==> src/sv/ilt_pkg.sv <==
`timescale 1ns / 1ps

package ilt_pkg;

    localparam int S_TDATA_W = 176;
    localparam int S_TUSER_W = 2;
    localparam int M_TDATA_W = 304;
    localparam int M_TUSER_W = 1;

    localparam logic signed [10:0] CPU_KEEP = 11'sh7FF;

    typedef enum logic [1:0] {
        DIR_IN   = 2'd0,
        DIR_OUT  = 2'd1,
        DIR_SHUT = 2'd2,
        DIR_NONE = 2'd3
    } dir_t;

    typedef struct packed {
        logic              kind;
        logic              connection_present;
        dir_t              direction;
        logic [63:0]       enter_time;
        logic [63:0]       exit_time;
        logic signed [10:0] cpu;
        logic [31:0]       length;
    } event_t;

    typedef struct packed {
        logic              done_res;
        logic [63:0]       latency;
        logic [63:0]       request_start;
        logic [63:0]       response_end;
        logic signed [10:0] cpu_used;
        logic [31:0]       completed_count;
    } res_t;

endpackage

==> src/sv/ilt_core.sv <==
`timescale 1ns / 1ps

module ilt_core
(
    input  logic          clk,
    input  logic          rst_n,
    input  logic          cfg_wr_en,
    input  logic          cfg_wr_data,
    input  logic          ev_valid,
    input  ilt_pkg::event_t ev,
    output ilt_pkg::res_t res
);

    logic               side_reg;
    ilt_pkg::dir_t      cur_dir_reg, cur_dir_next;
    logic [63:0]        cur_start_reg, cur_start_next;
    logic [63:0]        cur_end_reg, cur_end_next;
    logic [63:0]        cur_txn_start_reg, cur_txn_start_next;
    logic               older_pending_reg, older_pending_next;
    logic [63:0]        older_txn_start_reg, older_txn_start_next;
    logic [31:0]        in_bytes_reg, in_bytes_next;
    logic [31:0]        out_bytes_reg, out_bytes_next;
    logic signed [10:0] cpu_reg, cpu_next;
    logic [31:0]        count_reg, count_next;

    logic               switched;
    logic               done;
    logic               in_dir;
    logic [31:0]        bytes_sel;
    logic [31:0]        bytes_new;
    ilt_pkg::dir_t      req_dir;
    ilt_pkg::dir_t      rsp_dir;

    always_comb
    begin
        cur_dir_next         = cur_dir_reg;
        cur_start_next       = cur_start_reg;
        cur_end_next         = cur_end_reg;
        cur_txn_start_next   = cur_txn_start_reg;
        older_pending_next   = older_pending_reg;
        older_txn_start_next = older_txn_start_reg;
        in_bytes_next        = in_bytes_reg;
        out_bytes_next       = out_bytes_reg;
        cpu_next             = cpu_reg;
        count_next           = count_reg;
        switched             = 1'b0;
        done                 = 1'b0;
        in_dir               = (ev.direction == ilt_pkg::DIR_IN);
        bytes_sel            = in_dir ? in_bytes_reg : out_bytes_reg;
        bytes_new            = bytes_sel;
        req_dir              = side_reg ? ilt_pkg::DIR_IN : ilt_pkg::DIR_OUT;
        rsp_dir              = side_reg ? ilt_pkg::DIR_OUT : ilt_pkg::DIR_IN;

        if (ev_valid)
        begin
            if (ev.kind)
            begin
                in_bytes_next  = '0;
                out_bytes_next = '0;
            end
            else if (ev.connection_present)
            begin
                if (ev.cpu != ilt_pkg::CPU_KEEP)
                begin
                    cpu_next = ev.cpu;
                end
                case (ev.direction)
                    ilt_pkg::DIR_IN, ilt_pkg::DIR_OUT:
                    begin
                        bytes_new = bytes_sel + ev.length;
                        if (cur_dir_reg == ev.direction)
                        begin
                            cur_end_next = ev.exit_time;
                        end
                        else
                        begin
                            if (cur_dir_reg != ilt_pkg::DIR_NONE)
                            begin
                                switched  = 1'b1;
                                bytes_new = ev.length;
                            end
                            cur_start_next = ev.enter_time;
                            cur_end_next   = ev.exit_time;
                            if (ev.length != 32'd0)
                            begin
                                cur_dir_next = ev.direction;
                                // count equals this beat's length: fresh phase
                                if (switched || bytes_sel == 32'd0)
                                begin
                                    cur_txn_start_next = ev.exit_time;
                                end
                            end
                            else
                            begin
                                cur_dir_next = ilt_pkg::DIR_NONE;
                            end
                        end
                        if (in_dir)
                        begin
                            in_bytes_next = bytes_new;
                        end
                        else
                        begin
                            out_bytes_next = bytes_new;
                        end
                    end
                    ilt_pkg::DIR_SHUT:
                    begin
                        switched     = 1'b1;
                        cur_dir_next = ilt_pkg::DIR_NONE;
                    end
                    default:
                    begin
                    end
                endcase

                // the phase being closed is the one held before this beat
                if (switched)
                begin
                    if (cur_dir_reg == req_dir)
                    begin
                        older_pending_next   = (cur_start_reg != 64'd0);
                        older_txn_start_next = cur_txn_start_reg;
                    end
                    else if ((cur_dir_reg == rsp_dir || cur_dir_reg == ilt_pkg::DIR_SHUT)
                             && older_pending_reg)
                    begin
                        done               = 1'b1;
                        older_pending_next = 1'b0;
                        count_next         = count_reg + 32'd1;
                    end
                end
            end
        end

        res.done_res        = done;
        res.latency         = done ? (cur_end_reg - older_txn_start_reg) : 64'd0;
        res.request_start   = done ? older_txn_start_reg : 64'd0;
        res.response_end    = done ? cur_end_reg : 64'd0;
        res.cpu_used        = cpu_next;
        res.completed_count = count_next;
    end

    always_ff @(posedge clk or negedge rst_n)
    begin
        if (!rst_n)
        begin
            side_reg            <= 1'b0;
            cur_dir_reg         <= ilt_pkg::DIR_NONE;
            cur_start_reg       <= '0;
            cur_end_reg         <= '0;
            cur_txn_start_reg   <= '0;
            older_pending_reg   <= 1'b0;
            older_txn_start_reg <= '0;
            in_bytes_reg        <= '0;
            out_bytes_reg       <= '0;
            cpu_reg             <= ilt_pkg::CPU_KEEP;
            count_reg           <= '0;
        end
        else
        begin
            if (cfg_wr_en)
            begin
                side_reg <= cfg_wr_data;
            end
            cur_dir_reg         <= cur_dir_next;
            cur_start_reg       <= cur_start_next;
            cur_end_reg         <= cur_end_next;
            cur_txn_start_reg   <= cur_txn_start_next;
            older_pending_reg   <= older_pending_next;
            older_txn_start_reg <= older_txn_start_next;
            in_bytes_reg        <= in_bytes_next;
            out_bytes_reg       <= out_bytes_next;
            cpu_reg             <= cpu_next;
            count_reg           <= count_next;
        end
    end

endmodule

==> src/sv/io_transaction_latency_tracker.sv <==
`timescale 1ns / 1ps

// Latency tracker for one I/O connection.
// s_axis: one event per beat. tuser = {connection_present, kind}; tdata holds
//   direction, enter_time, exit_time, cpu, length (lowest bits first).
// m_axis: exactly one result beat per event, in order. tuser = done_res;
//   tdata holds latency, request_start, response_end, cpu_used,
//   completed_count, total_latency.
// cfg_wr_en / cfg_wr_data write the side bit (0 client, 1 server); write it
//   only while no events are in flight.
// A result is registered in s1, then in the output stage; throughput is
//   one event per cycle while m_axis is ready. Connection state is updated
//   in the accept cycle, the running latency total in the output stage.
// Reset clears all phase state and counters, side becomes client and the
//   stored CPU becomes -1; both valid flags drop.
// A stalled m_axis holds its beat; the two stages keep filling, so s_axis
//   tready falls only once both hold a beat.
module io_transaction_latency_tracker
(
    input  logic                            clk,
    input  logic                            rst_n,
    input  logic                            cfg_wr_en,
    input  logic                            cfg_wr_data,
    input  logic                            s_axis_tvalid,
    output logic                            s_axis_tready,
    // direction, enter_time, exit_time, cpu, length, zero pad
    input  logic [ilt_pkg::S_TDATA_W-1:0]   s_axis_tdata,
    // kind, connection_present
    input  logic [ilt_pkg::S_TUSER_W-1:0]   s_axis_tuser,
    output logic                            m_axis_tvalid,
    input  logic                            m_axis_tready,
    // latency, request_start, response_end, cpu_used, completed_count,
    // total_latency, zero pad
    output logic [ilt_pkg::M_TDATA_W-1:0]   m_axis_tdata,
    // done_res
    output logic [ilt_pkg::M_TUSER_W-1:0]   m_axis_tuser
);

    ilt_pkg::event_t ev;
    ilt_pkg::res_t   res;
    logic            accept;
    logic            out_ready;

    logic            s1_valid_reg;
    ilt_pkg::res_t   s1_res_reg;
    logic            m_valid_reg;
    ilt_pkg::res_t   m_res_reg;
    logic [63:0]     total_reg, total_next;

    assign ev.kind               = s_axis_tuser[0];
    assign ev.connection_present = s_axis_tuser[1];
    assign ev.direction          = ilt_pkg::dir_t'(s_axis_tdata[1:0]);
    assign ev.enter_time         = s_axis_tdata[65:2];
    assign ev.exit_time          = s_axis_tdata[129:66];
    assign ev.cpu                = s_axis_tdata[140:130];
    assign ev.length             = s_axis_tdata[172:141];

    assign out_ready     = !m_valid_reg || m_axis_tready;
    assign s_axis_tready = !s1_valid_reg || out_ready;
    assign accept        = s_axis_tvalid && s_axis_tready;
    assign total_next    = total_reg + s1_res_reg.latency;

    ilt_core u_core
    (
        .clk         (clk),
        .rst_n       (rst_n),
        .cfg_wr_en   (cfg_wr_en),
        .cfg_wr_data (cfg_wr_data),
        .ev_valid    (accept),
        .ev          (ev),
        .res         (res)
    );

    always_ff @(posedge clk or negedge rst_n)
    begin
        if (!rst_n)
        begin
            s1_valid_reg <= 1'b0;
            m_valid_reg  <= 1'b0;
            total_reg    <= '0;
        end
        else
        begin
            if (s_axis_tready)
            begin
                s1_valid_reg <= s_axis_tvalid;
            end
            if (out_ready)
            begin
                m_valid_reg <= s1_valid_reg;
            end
            if (s1_valid_reg && out_ready)
            begin
                total_reg <= total_next;
            end
        end
    end

    always_ff @(posedge clk)
    begin
        if (accept)
        begin
            s1_res_reg <= res;
        end
        if (s1_valid_reg && out_ready)
        begin
            m_res_reg <= s1_res_reg;
        end
    end

    assign m_axis_tvalid = m_valid_reg;
    assign m_axis_tuser  = m_res_reg.done_res;
    assign m_axis_tdata  = {5'd0, total_reg, m_res_reg.completed_count, m_res_reg.cpu_used,
                            m_res_reg.response_end, m_res_reg.request_start,
                            m_res_reg.latency};

endmodule

==> config.mk <==
export PLATFORM = sky130hd
export DESIGN_NAME = io_transaction_latency_tracker
export DESIGN_NICKNAME = d
export VERILOG_FILES = /design/src/sv/ilt_pkg.sv /design/src/sv/ilt_core.sv /design/src/sv/io_transaction_latency_tracker.sv
export SDC_FILE = /design/constraint.sdc
export NUM_CORES = 1
export LEC_CHECK = 0
export BUFFER_PORTS_ARGS = -buffer_cell sky130_fd_sc_hd__buf_2
export CORE_MARGIN = 3
export CORE_UTILIZATION = 61
export DETAILED_ROUTE_END_ITERATION = 10
export PLACE_DENSITY = 0.83
export REMOVE_ABC_BUFFERS = 1
export SYNTH_ARGS = -nofsm -noshare
export SYNTH_HDL_FRONTEND = slang
export SYNTH_SLANG_ARGS = --single-unit
==> constraint.sdc <==
create_clock -name clk -period 22.5 [get_ports clk]
set_clock_uncertainty 0.05 [all_clocks]
set_input_delay 4.5 -clock clk [delete_from_list [all_inputs] [get_ports clk]]
set_output_delay 4.5 -clock clk [all_outputs]
set_load 0.01 [all_outputs]
==> impl_results.md <==
- DR vias: 28,600
- Startpoint Class: primary input
- Yosys cell types: 97
- Core Footprint: 67,600 µm²
- I/O pin cnt: 491
- Run status: complete, no violations
- Clock latency on the worst-skew pair: 0.65 ns
- Top Metal Used: met5
- Clk slew on worst S/H paths: 0.06 ns
- Root buffer selected by CTS: clkbuf_16
- H-Tree Depth: 3
- Multi-input logic area: 15,900 µm²
- Share of cells above drive strength 1: 25.6%
- Slowest stage delay, CP: 0.22 ns
- Top-area cell type share of the netlist area: 33.8%
- Chip Width: 268 µm
- Yosys warnings: 0
- Leading post-synthesis cells by cell area: edfxtp_1, dfrtp_1, mux2_2
- PostCTS Resize Cnt: 0
- Yosys top cell by area: edfxtp_1
- Critical path class: primary input to primary output
- Setup_tns: 0 ns
- Largest register FFs: 236
- Clock Tree Buf Depth: 3
- Crit path cell chain: buf_2 -> nand3b_1 -> buf_2
- Post-route DRC: 0
- Bufs and invs on worst path: 2
- Final worst path period need: 9.56 ns
- First DRT Iteration DRCs: 2,309
- TritonCTS Buffers: 92
- Avg WL per Cell: 21.9 µm
- Post-DP HPWL: 74,300 µm
- Main flop type after synthesis: edfxtp_1
- WL met2: 50,400 µm
- Die Area: 71,900 µm²
- Vias in the first global route: 28,600
- Leading cell types by count after synthesis: edfxtp_1, dfrtp_1, nand2_1
- Post-Syn Instances: 3,408
- Hold Fails Final Rpt: 0
- M1 WL: 43,300 µm
- Fmax: 105 MHz
- Slowest-stage cell, CP: nand3b_1
- Effective utilization at floorplan: 62.0%
- Routed Antenna Nets: 0
- Largest net degree at the start of global routing: 112
- Synth Register Bits: 905
- Post-synth EDFFs: 472
- Routed wl met3: 7210 µm
- Asr flop ratio synth: 47.8%
- Normalized max-slew margin: 17.1%
- Total power divided by cell area: 127 nW/µm²
- First-pass GRT wire length: 162,000 µm
- CP most frequent cell: buf_2
- Crit. End Element: primary output
- Post-CTS Setup Bufs: 0
- Routed WL: 106,000 µm
- 1st-pass router iterations: 8
- CTS Hold Buffers Added: 0
- CTS tree: done
- Final Core Density: 71.1%
- Via density: 5.95
- Top-count cell post-synth: edfxtp_1
- Worst VDD drop: 0.0790 mV
- Input/output buffers: 482
- Crit share post-route: 42.5%
- Final setup viols: 0
- DIE HEIGHT: 268 µm
- Cell family contributing the most delay on the critical path: buffers and inverters
- Hold Path Class: flop to flop
- Worst path required time: 17.95 ns
- # rows: 95
- Initial antenna violation count: 9
- Critical Path AT: 5.01 ns
- Final Wtd Congestion: 0.923
- Mapped Area: 41,900 µm²
- Fin nets: 4,205
- Fin. max-slew vios: 0
- Worst Tran Pin Value: 1.24 ns
- GRT Residual Overflow: 0
- Crit path max fanout: 4
- Register area share after synthesis: 59.7%
- FF/Latch Area: 25,000 µm²
- RSZ-0062 raised after global routing: false
- Fillers: 4,544
- Clk sink count: 905
- All-Layer GR Usage: 29.1%
- Syn Area/Cell: 12.3 µm²
- Leakage: 0.0207 µW
- Synthesis-to-layout area growth: 14.7%
- Max cap viols: 0
-- worst register-to-register path, stage by stage (launching register included) --
cell and delay, ns:
dfrtp_1 0.41, nand3b_1 0.18, nand4b_1 0.32, nand2b_4 0.53, nor2_4 0.20, buf_4 0.64, o21ai_0 0.40, o21ba_4 0.31
buf_4 0.85, mux2_2 0.51
-- cell type report --
type / count / area share (%)
inverter: 106 / 0.843
antenna: 5 / 0.0260
multi-input combinational: 2245 / 33.0
clock buffer: 131 / 5.39
sequential: 905 / 52.0
timing repair buffer: 503 / 5.36
clock inverter: 43 / 1.03
tap: 873 / 2.27
-- logic make-up after synthesis --
family | count (synthesis) | share of synthesized area, %
flip-flops | 905 | 59.7
AND/OR/NAND/NOR | 895 | 10.0
AO/OA/AOI/OAI | 700 | 10.8
multiplexers | 308 | 8.25
buffers and inverters | 262 | 2.63
XOR/XNOR | 169 | 3.53
adder cells (fa/ha/maj) | 168 | 5.07
other | 1 | 0.00894
-- metrics by stage --
stage | power, µW | hold slack (ns) | instance area (µm²) | worst slack [ns] | cells
after global routing | 6470 | 0.369 | 48100 | 12.91 | 4810
after floorplan | 3920 | 0.350 | 41300 | 6.19 | 3256
after global placement | 4480 | 0.351 | 45000 | 12.97 | 4632
final | 6120 | 0.362 | 48100 | 12.94 | 4811
after detailed placement | 4560 | 0.355 | 45000 | 12.97 | 4632
after CTS | 6110 | 0.366 | 48100 | 12.94 | 4806
-- report_power, final --
group / leakage [µW] / switching (µW) / internal, µW
combinational: 0.00911 / 1310 / 930
sequential: 0.0101 / 224 / 2110
clock: 0.00151 / 646 / 893
total: 0.0207 / 2180 / 3940
-- final timing paths --
kind | startpoint | end | slack (ns) | cells after the start
max | m_axis_tready | s_axis_tready | 12.94 | 3
min | s1_res_reg[45] | m_axis_tdata[130] | 0.36 | 0
max reg2reg | s1_valid_reg | u_core.cur_txn_start_reg[2] | 17.96 | 9
min reg2reg | s1_res_reg[45] | m_axis_tdata[130] | 0.36 | 0
max in group asynchronous | rst_n | total_reg[44] | 16.21 | 3
min in group asynchronous | rst_n | u_core.cur_end_reg[63] | 3.82 | 1
-- cells in the final DEF (no fill, tap or decap), types with 103 or more instances in the layout --
cell / instances
buf_2: 481
dfrtp_1: 420
ha_1: 165
edfxtp_1: 472
nand2_1: 301
o21ai_0: 173
a21o_1: 103
nor2_1: 226
a21oi_1: 162
inv_1: 104
mux2_2: 300
-- metal layers --
| layer | track usage (%) | vias up |
|---|---|---|
| li1 | - | 13300 |
| met4 | 12.5 | 6 |
| met3 | 6.56 | 232 |
| met1 | 38.0 | 14100 |
| met5 | 0 | - |
| met2 | 47.4 | 986 |
Power figures use the tool's default switching activity.
